--- config.mk ---
export PLATFORM = sky130hd
export DESIGN_NAME = vfhc_ram
export DESIGN_NICKNAME = d
export VERILOG_FILES = /design/src/design/vfhc_ram.sv
export SDC_FILE = /design/constraint.sdc
export NUM_CORES = 1
export LEC_CHECK = 0
export BUFFER_PORTS_ARGS = -buffer_cell sky130_fd_sc_hd__buf_2
export CORE_MARGIN = 2
export CORE_UTILIZATION = 45
export CTS_BUF_LIST = sky130_fd_sc_hd__clkbuf_8
export DETAILED_ROUTE_END_ITERATION = 12
export PLACE_DENSITY = 0.67
export SKIP_LAST_GASP = 1
export SLEW_MARGIN = 25
export SYNTH_ARGS = -nofsm -noshare
export SYNTH_HDL_FRONTEND = slang
export SYNTH_SLANG_ARGS = --single-unit
--- constraint.sdc ---
create_clock -name clk -period 2 [get_ports clk]
set_input_delay 0 -clock clk [delete_from_list [all_inputs] [get_ports clk]]
set_output_delay 0 -clock clk [all_outputs]
set_load 0.005 [all_outputs]
--- src/design/vfhc_ram.sv ---
// ----------------------------------------------------------------------------
// vfhc_ram
// Generic simple dual-port RAM, one write and one read port, registered read.
// ----------------------------------------------------------------------------
module vfhc_ram #(
	parameter int WIDTH = 8,
	parameter int DEPTH = 16
) (
	input  logic                     clk,
	input  logic                     we,
	input  logic [$clog2(DEPTH)-1:0] waddr,
	input  logic [WIDTH-1:0]         wdata,
	input  logic                     re,
	input  logic [$clog2(DEPTH)-1:0] raddr,
	output logic [WIDTH-1:0]         rdata
);

	logic [WIDTH-1:0] mem [DEPTH];

	always_ff @(posedge clk) begin
		if (we) begin
			mem[waddr] <= wdata;
		end
		if (re) begin
			rdata <= mem[raddr];
		end
	end

endmodule

Word level (Yosys, flattened, before mapping)
Memories as Yosys holds them, arrays and structs flattened. A register that Yosys moved wholly into a read port is not among the register bits.
Index checks and enable logic that the tools add are counted.
{ "word_totals": {"output_inout_bits": 8, "memories": 1, "ram_bits": 128, "regBits": 0, "inputBits": 19} }
{ "op_classes": {"n_mux": 2} }
{ "memory_table": {"columns": ["name", "words", "width", "read_ports", "rd_ports_with_merged_regs", "wr", "line_no", "rtl"], "rows": [
  ["mem", 16, 8, 1, 1, 1, "18", "logic [WIDTH-1:0] mem [DEPTH];"]
]} }
{ "ops": {"columns": ["cell", "n"], "rows": [
  ["$mux 1", 2]
]} }

Longest topological paths before layout
Gate-level depths: netlist of run 1.
{ "logic_depth": {"word_depth": 2, "ltp_mapped": 5, "ltp_nobuf": 3} }

Worst setup path after synthesis of run 1
OpenSTA, ideal clock, no wires.
{ "synth_path": {"path_type": "input to register", "from": "input port waddr[2]", "to": "memory mem[0][0] (enable)", "required_ns": 1.617, "setup_slack_ns": 0.507, "cell_stages": 2, "n_path_buf": 0, "arrival_time_ns": 1.110, "path_cell_list": "or3b_2 > nor3_1"} }
{ "synth_rtl": {"columns": ["element", "line_no", "rtl"], "rows": [
  ["start: declaration", "11", "input logic [$clog2(DEPTH)-1:0] waddr,"],
  ["end: declaration", "18", null]
]} }
Straight into the memory's write port.

==> summary.md, run 1 <==
| Metric | Value |
|---|---|
| Status | finished clean |
| Top-area cell type share of the netlist area | 78.12% |
| Top post-synthesis cells by area | edfxtp_1, mux4_2, mux4_1 |
| RD Place Congestion | 0.7249 |
| Mapped Area | 5228 um^2 |
| Initial antenna violation count | 0 |
| Clock sinks | 136 |
| Setup TNS Final | 0 ns |
| DRT Pass-1 Iters | 4 |
| DR iter-0 viols | 168 |
| Synth area leader | edfxtp_1 |
| Worst Max-Slew Pin Slew | 0.6657 ns |
| Yosys warning total | 0 |
| Clk buf depth | 2 |
| Most common cell after layout, fill and taps aside | edfxtp_1 |
| Total CTS buffers | 17 |
| Routed length per instance | 21.52 um |
| VDD IR max | 348.9 uV |
| Area of the die | 12490 um^2 |
| Pwr dens | 903.4 nW/um^2 |
| Max-Cap Viols | 0 |
| Via count | 2454 |
| Pin count of the biggest net entering global routing | 33 |
| # rows | 39 |
| Worst hold path class | primary input to flip-flop |
| Final Routed Wirelength | 9.663 mm |
| Most frequent cells in the layout | edfxtp_1, buf_2, mux4_2, buf_4, clkbuf_8 |
| Setup Fix Bufs, Post-CTS | 0 |
| Area Growth Syn to Fin | 15.96% |
| H-tree Lvls | 4 |
| Worst-path fanout max | 1 |
| CTS tree | done |
| Total Power | 0.005476 W |
| Clk_lat worst skew | 0.43 ns |
| Non-Filler Instances | 449 |
| Worst Path Required | 2.17 ns |
| Die height | 111.8 um |
| Post-CTS sizing | 0 |
| First-pass GRT wire length | 14.81 mm |
| CP Capture Type | flip-flop |
| Setup Crit Path Kind | flip-flop to flip-flop |
| Clock period minus worst slack | 1.519 ns |
| Worst rel slew slack | 55.45% |
| Final setup viols | 0 |
| IO Port Bufs | 26 |
| Slew Viols, Final | 0 |
| Final Skew | 0.008611 ns |
| # fillers | 876 |
| Number of remaining DRC errors | 0 |
| Total congestion overflow | 0 |
| Gr usage total | 16.60% |
| CP arrival | 1.69 ns |
| Startpoint type of the worst setup path | flip-flop |
| Core area | 11370 um^2 |
| RSZ-0062 raised after global routing | no |
| # IOs | 27 |
| Die width | 111.8 um |
| Library cells used by synthesis | 18 |
| Final cycle utilization of the critical path | 75.97% |
| Cells after DPL | 408 |
| Post-synthesis sequential area ratio | 78.12% |
| DRT antenna net count | 0 |
| Leakage power | 2.028 nW |
| Worst-path clk slew | 0.07 ns |
| Yosys reg bits | 136 |
| Fmax | 658.1 MHz |
| Syn Area/Cell | 22.83 um^2 |
| Fin util | 53.32% |
| Final hold vios | 0 |
| Root buf cell | clkbuf_8 |
| Post-Syn Nets | 248 |
| Initial core utilization | 45.98% |
| Ratio of cells with drive above 1 in the final layout | 30.72% |
| Mapped Cells | 229 |
| Final HPWL DP | 6.121 mm |
| Vias in the first global route | 2521 |
| Hold buffers post-CTS | 9 |
| Ant diodes | 0 |
| Vias per cell | 5.465 |
| Count of nets after finishing | 312 |
[registers in the layout (all words and copies together), names as in the netlist]
name and cells:
mem 128, rdata 8
[metal layers]
metal  global-route usage [%]  share of wire (%)  vias up
met4                    6.420                1.2        0
met1                    22.07                 43     1254
met5                        0                  0        -
met3                    4.300                5.7       13
li1                         -                  -     1105
met2                    26.63                 50       82
[metrics by stage]
step                      setup WS, ns  hold WS, ns  cell area (um^2)
after floorplan                 0.5071      0.09887              5228
after global placement          0.3714       0.3840              5625
after detailed placement        0.3793       0.3890              5625
after CTS                       0.4828      0.07970              6062
after global routing            0.4172       0.1108              6062
final                           0.4805       0.1024              6062
[cells by family after synthesis]
kind of cell    count (synthesis)  share of synthesized area (%)
flops                         136                          78.12
simple gates                   35                          3.136
mux                            32                          14.79
compound gates                 16                          2.298
buf+inv                        10                          1.651
[worst max-delay path, cell delays in order, from the launching register on]
cell	delay, ns
edfxtp_1	0.36
mux4_1	0.51
a22oi_1	0.31
nand2_1	0.08
[path summary, 6_finish.rpt]
path	from	endpoint	slack [ns]	cells past startpoint
max	mem[9][4]	rdata[4]	0.48	3
max reg2reg	mem[9][4]	rdata[4]	0.48	3
min reg2reg	mem[15][5]	rdata[5]	0.75	3
min	waddr[2]	mem[7][2]	0.10	3
[power by group]
part,internal (W),switching [W]
registers,0.00321,0.0000153
clock network,0.000954,0.000998
logic,0.000137,0.000164
total,0.00430,0.00118
[synthesized netlist by cell type]
cell type        count
a22oi_1             16
and2_1               1
and2b_1              1
buf_2                3
buf_4                1
buf_6                3
clkdlybuf4s25_2      3
edfxtp_1           136
mux4_1              14
mux4_2              18
nand2_1              9
nand2b_1             2
nand3_1              1
nand3b_1             2
nor2_1              13
nor2b_1              1
nor3_1               4
or3b_2               1
[layout make-up]
class                           count  area, um^2  share of cell area (%)
Timing Repair Buffer               55       395.4                   6.522
Sequential cell                   136        4084                   67.37
Tap cell                          143       178.9                   2.952
Clock buffer                       17       234.0                   3.860
Clock inverter                     15       112.6                   1.858
Multi-Input combinational cell     83        1057                   17.44
Power figures use the tool's default switching activity.
==> inputs of run 2 (changes only) <==
- PLACE_DENSITY: 0.67 -> 0.69
- clock period: 2 -> 1.3 ns (I/O delays scaled with it)
==> run 2 against run 1 <==
Compared with the run above:
- the flow now finishes with violations (setup timing)
- combinational power rose by 66%
- wire length rose by 0.44%
- clock power rose by 89%
- clock skew rose by 0.0040 ns
- sequential share of layout area fell by 1.4 points
- worst setup slack got worse by 0.58 ns
- total power rose by 67%
- largest power group unchanged
- highest routed layer unchanged
==> summary.md, run 2 (same netlist as run 1, synthesis figures left out) <==
| Metric | Value |
|---|---|
| Cells after DPL | 411 |
| Startpoint type of the worst setup path | flip-flop |
| Biggest register | mem |
| Routed length per instance | 21.47 um |
| Final HPWL DP | 6.468 mm |
| Max-Cap Viols | 0 |
| Crit path max-delay family | multiplexers |
| Final cycle utilization of the critical path | 107.8% |
| Pin count of the biggest net entering global routing | 17 |
| Most common cell after layout, fill and taps aside | edfxtp_1 |
| Area of the die | 12490 um^2 |
| CP Capture Type | flip-flop |
| Area Growth Syn to Fin | 18.48% |
| Ratio of cells with drive above 1 in the final layout | 38.19% |
| Worst Max-Slew Pin Slew | 0.8517 ns |
| Gr usage total | 16.61% |
| # rows | 39 |
| Fin util | 54.47% |
| # IOs | 27 |
| VDD IR max | 641.6 uV |
| Ant diodes | 0 |
| Largest regs | mem x128, rdata x8 |
| Initial antenna violation count | 0 |
| Status | complete, but fails checks |
| Critical path's slowest cell | mux4_2 |
| Buf+Inv Stages, Crit Path | 0 |
| Slew Viols, Final | 0 |
| Final setup viols | 8 |
| Via count | 2492 |
| Total congestion overflow | 0 |
| DR iter-0 viols | 195 |
| Core area | 11370 um^2 |
| H-tree Lvls | 4 |
| Final Skew | 0.01259 ns |
| RD Place Congestion | 0.7297 |
| Final hold vios | 0 |
| Clk_lat worst skew | 0.43 ns |
| Worst slack at placement | -0.3385 ns |
| Root buf cell | clkbuf_8 |
| Final Routed Wirelength | 9.706 mm |
| Fmax | 713.5 MHz |
| Slowest cell delay on critical path | 0.48 ns |
| Setup Crit Path Kind | flip-flop to flip-flop |
| RSZ-0062 raised after global routing | yes |
| Max reg flops | 128 |
| CP arrival | 1.58 ns |
| Die height | 111.8 um |
| DRT Pass-1 Iters | 4 |
| CTS tree | done |
| Multi-input logic area | 1065 um^2 |
| Worst Path Required | 1.48 ns |
| Most frequent cells in the layout | edfxtp_1, mux4_2, buf_2 |
| Total CTS buffers | 17 |
| Worst rel slew slack | 43.01% |
| Die width | 111.8 um |
| Clock sinks | 136 |
| Failing checks | setup timing |
| DRT antenna net count | 0 |
| IO Port Bufs | 26 |
| Initial core utilization | 45.98% |
| Setup TNS Final | -0.6072 ns |
| Count of nets after finishing | 315 |
| Worst-path clk slew | 0.08 ns |
| Clk buf depth | 2 |
| Crit path cell chain | mux4_2 -> a22oi_2 -> nand2_1 |
| Clock period minus worst slack | 1.401 ns |
| Worst Hold Slack | 0.1193 ns |
| Non-Filler Instances | 452 |
| Number of remaining DRC errors | 0 |
| Worst hold path class | primary input to flip-flop |
| First-pass GRT wire length | 14.88 mm |
| Worst-path fanout max | 1 |
| Pwr dens | 1476 nW/um^2 |
| Vias in the first global route | 2614 |
| Leakage power | 2.062 nW |
| Final WS setup | -0.1015 ns |
| # fillers | 900 |
| Vias per cell | 5.513 |
| Register area | 4084 um^2 |
==> run 2: changes by cell type in the layout (fill, tap and decap cells not counted), moves of 8 or more <==
cell     change
a22oi_1      -8
a22oi_2      +8
mux4_1      -10
mux4_2      +10
==> run 2: final timing paths <==
kind                                 start         to  slack (ns)  depth (start not counted)
worst max-delay path             mem[0][2]   rdata[2]       -0.10                          3
worst max register to register   mem[0][2]   rdata[2]       -0.10                          3
worst min register to register  mem[15][5]   rdata[5]        0.74                          3
worst min-delay path              waddr[0]  mem[0][2]        0.12                          3
==> run 2: worst reg2reg max path, stage by stage, from the launching register on <==
cell and delay, ns:
edfxtp_1 0.39, mux4_2 0.48, a22oi_2 0.18, nand2_1 0.11
==> run 2: through the flow <==
step | cell area (um^2) | power [W]
floorplan | 5233 | 0.005302
global placement | 5665 | 0.005504
detailed placement | 5665 | 0.005526
CTS | 6196 | 0.009214
global route | 6193 | 0.009416
finish | 6193 | 0.009144
==> run 2: where the power goes <==
group	internal (W)	leakage, nW	total, W	switching, W
clock	0.00210	0.218	0.00368	0.00159
sequential	0.00493	1.24	0.00496	0.0000267
combinational	0.000231	0.608	0.000500	0.000269
total	0.00726	2.06	0.00914	0.00188
==> run 2: repair_timing <==
item | in CTS | in global routing
hold buffers | 9 | 0
resized for setup | 15 | 3
pin swaps | 7 | 5
endpoints found under the hold margin | 136 | 0
setup buffers | 0 | 0
endpoints found under the setup margin | 8 | 8
==> run 2: routing by layer <==
layer	vias to the layer above	wire length (um)	track usage, %	share of wire, %
met5	-	0	0	0
met4	0	190	6.831	2.0
met3	17	402	4.355	4.1
met2	62	4886	26.75	50
met1	1302	4226	21.79	44
li1	1111	-	-	-
==> run 2: cell type report <==
cell class / count / share of cell area (%)
flip-flops and latches: 136 / 65.94
repair buffers: 58 / 6.949
clock inverters: 15 / 3.253
multi-input cells: 83 / 17.19
clock buffers: 17 / 3.778
well taps: 143 / 2.889
==> inputs of run 3 (changes only) <==
- ABC_AREA: unset -> 1
==> run 3 against run 2 <==
Compared with the run above:
- the flow now finishes without violations
- worst hold slack got worse by 0.067 ns
- clock power increased by 9.5%
- first-iteration DRC count up 150%
- register-to-register slack better by 0.22 ns
- sequential power about the same
- critical path type unchanged
==> summary.md, run 3 <==
| Metric | Value |
|---|---|
| Status | finished clean |
| Worst-path clk slew | 0.08 ns |
| Post-CTS sizing | 0 |
| Final WS setup | 0.1180 ns |
| Worst Path Required | 1.49 ns |
| Top_reg_cell synth | edfxtp_1 |
| Gr usage total | 19.94% |
| Final hold vios | 0 |
| Largest regs | mem x128, rdata x8 |
| Max reg flops | 128 |
| H-tree Lvls | 4 |
| Design area | 6785 um^2 |
| Hold Path Stages | 3 |
| Fmax | 846.0 MHz |
| Post-Syn Nets | 570 |
| Met3 WL | 1.087 mm |
| Setup Fix Bufs, Post-CTS | 0 |
| Worst Hold Slack | 0.05231 ns |
| FF-to-FF Start | mem[7][3] |
| Slew Viols, Final | 0 |
| Final setup viols | 0 |
| Hold buffers post-CTS | 9 |
| Yosys warning total | 0 |
| Core area | 12670 um^2 |
| Library cells used by synthesis | 11 |
| HP Start | raddr[3] |
| Ant diodes | 0 |
| Clock sinks | 136 |
| Startpoint type of the worst setup path | flip-flop |
| Count of nets after finishing | 622 |
| Final Routed Wirelength | 13.04 mm |
| DRT Pass-1 Iters | 5 |
| Routed length per instance | 16.55 um |
| Ratio of cells with drive above 1 in the final layout | 12.66% |
| Die height | 118.0 um |
| Area of the die | 13920 um^2 |
| Vias per cell | 4.982 |
| Met2 Routed Length | 6.111 mm |
| WL met1 | 5.426 mm |
| Top post-synthesis cells by area | edfxtp_1, nand2_1, nand3_1 |
| Leakage power | 2.926 nW |
| DRT antenna net count | 0 |
| Mapped Cells | 551 |
| Final cycle utilization of the critical path | 90.92% |
| Reg-to-reg endpoint | rdata[3] |
| First-pass GRT wire length | 20.67 mm |
| DR iter-0 viols | 485 |
| Total CTS buffers | 17 |
| Top-area cell type share of the netlist area | 69.85% |
| Final Skew | 0.009672 ns |
| Synth cell count leaders | nand2_1, edfxtp_1, inv_1 |
| Pwr dens | 1418 nW/um^2 |
| # rows | 41 |
| Final HPWL DP | 7.652 mm |
| Most common cell after layout, fill and taps aside | nand2_1 |
| Max-Cap Viols | 0 |
| IO Port Bufs | 26 |
| Pin count of the biggest net entering global routing | 65 |
| CP arrival | 1.38 ns |
| VDD IR max | 808.6 uV |
| Initial antenna violation count | 0 |
| Number of remaining DRC errors | 0 |
| Worst hold path class | primary input to flip-flop |
| Post-synthesis sequential area ratio | 69.85% |
| Yosys reg bits | 136 |
| Clk_lat worst skew | 0.44 ns |
| # IOs | 27 |
| Total congestion overflow | 0 |
| Worst rel slew slack | 59.33% |
| Worst Max-Slew Pin Slew | 0.6092 ns |
| Reg2Reg Depth | 6 |
| Placed inst area | 6228 um^2 |
| Top-count cell post-synth | nand2_1 |
| Hold EP | rdata[5] |
| CP Capture Type | flip-flop |
| Highest routed layer | met4 |
| Most frequent cells in the layout | nand2_1, edfxtp_1, inv_1 |
| Initial core utilization | 46.14% |
| Mapped Area | 5847 um^2 |
| Post-synth EDFFs | 136 |
| Die width | 118.0 um |
| Worst-path fanout max | 1 |
| Area Growth Syn to Fin | 16.05% |
| CTS tree | done |
| Worst slack at placement | 0.06388 ns |
| Setup Crit Path Kind | flip-flop to flip-flop |
| Fin util | 53.55% |
| Synth area leader | edfxtp_1 |
| Syn Area/Cell | 10.61 um^2 |
| Share of synthesized registers carrying an async set or reset | 0% |
| Setup TNS Final | 0 ns |
| RSZ-0062 raised after global routing | no |
| Root buf cell | clkbuf_8 |
| Clock period minus worst slack | 1.182 ns |
| Via count | 3926 |
| RD Place Congestion | 0.7910 |
| Clk buf depth | 2 |
| Biggest register | mem |
| R2r setup slk | 0.12 ns |
| Vias in the first global route | 3835 |
-- run 3: changes by cell type in the layout (fill, tap and decap cells not counted), moves of 3 or more --
cell,delta
nand2_1,+164
a22oi_2,-8
mux4_2,-28
clkinv_1,+3
nor2_1,+4
inv_1,+100
nand3_1,+96
a22oi_1,-8
mux4_1,-4
nor3_1,-3
-- run 3: per-stage QoR --
stage                     cells  total power (W)
after floorplan             551         0.005402
after global placement      747         0.005642
after detailed placement    747         0.005652
after CTS                   788         0.009667
after global routing        788         0.009910
final                       788         0.009619
-- run 3: logic make-up after synthesis --
family	count (synthesis)	synth area share, %
buffers and inverters	126	9.394
DFF	136	69.85
and+or+nand+nor	289	20.76
-- run 3: worst max-delay path by stage --
stage	start	end	slack (ns)	depth (start not counted)
5_1_grt	mem[6][3]	rdata[3]	0.07	6
6_report	mem[7][3]	rdata[3]	0.12	6
4_1_cts	mem[7][3]	rdata[3]	0.12	6
3_3_place_gp	raddr[1]	rdata[3]	0.07	6
2_1_floorplan	waddr[2]	mem[10][0]	0.35	2
3_5_place_dp	raddr[1]	rdata[3]	0.06	6
-- run 3: layer usage --
layer / track usage (%) / vias up
met5: 0 / -
met4: 10.39 / 0
met3: 4.360 / 27
met2: 30.49 / 184
met1: 26.80 / 1832
li1: - / 1883
-- run 3: layout make-up --
class | instances | area, um^2
Sequential cell | 136 | 4084
Clock buffer | 17 | 234.0
Fill cell | 1087 | 5886
Timing Repair Buffer | 57 | 422.9
Clock inverter | 15 | 232.7
Tap cell | 172 | 215.2
Inverter | 102 | 382.9
Multi-Input combinational cell | 289 | 1214
-- run 3: worst max-delay path, stage by stage, from the launching register on --
cell and delay (ns):
edfxtp_1 0.36, inv_1 0.06, nand2_1 0.04, nand3_1 0.10
nand3_1 0.14, nand3_1 0.17, nand2_1 0.07
-- run 3: power by group --
group	internal, W	switching [W]	leakage, nW
Clock	0.00245	0.00158	0.229
Combinational	0.000198	0.000422	1.46
Sequential	0.00494	0.0000302	1.24
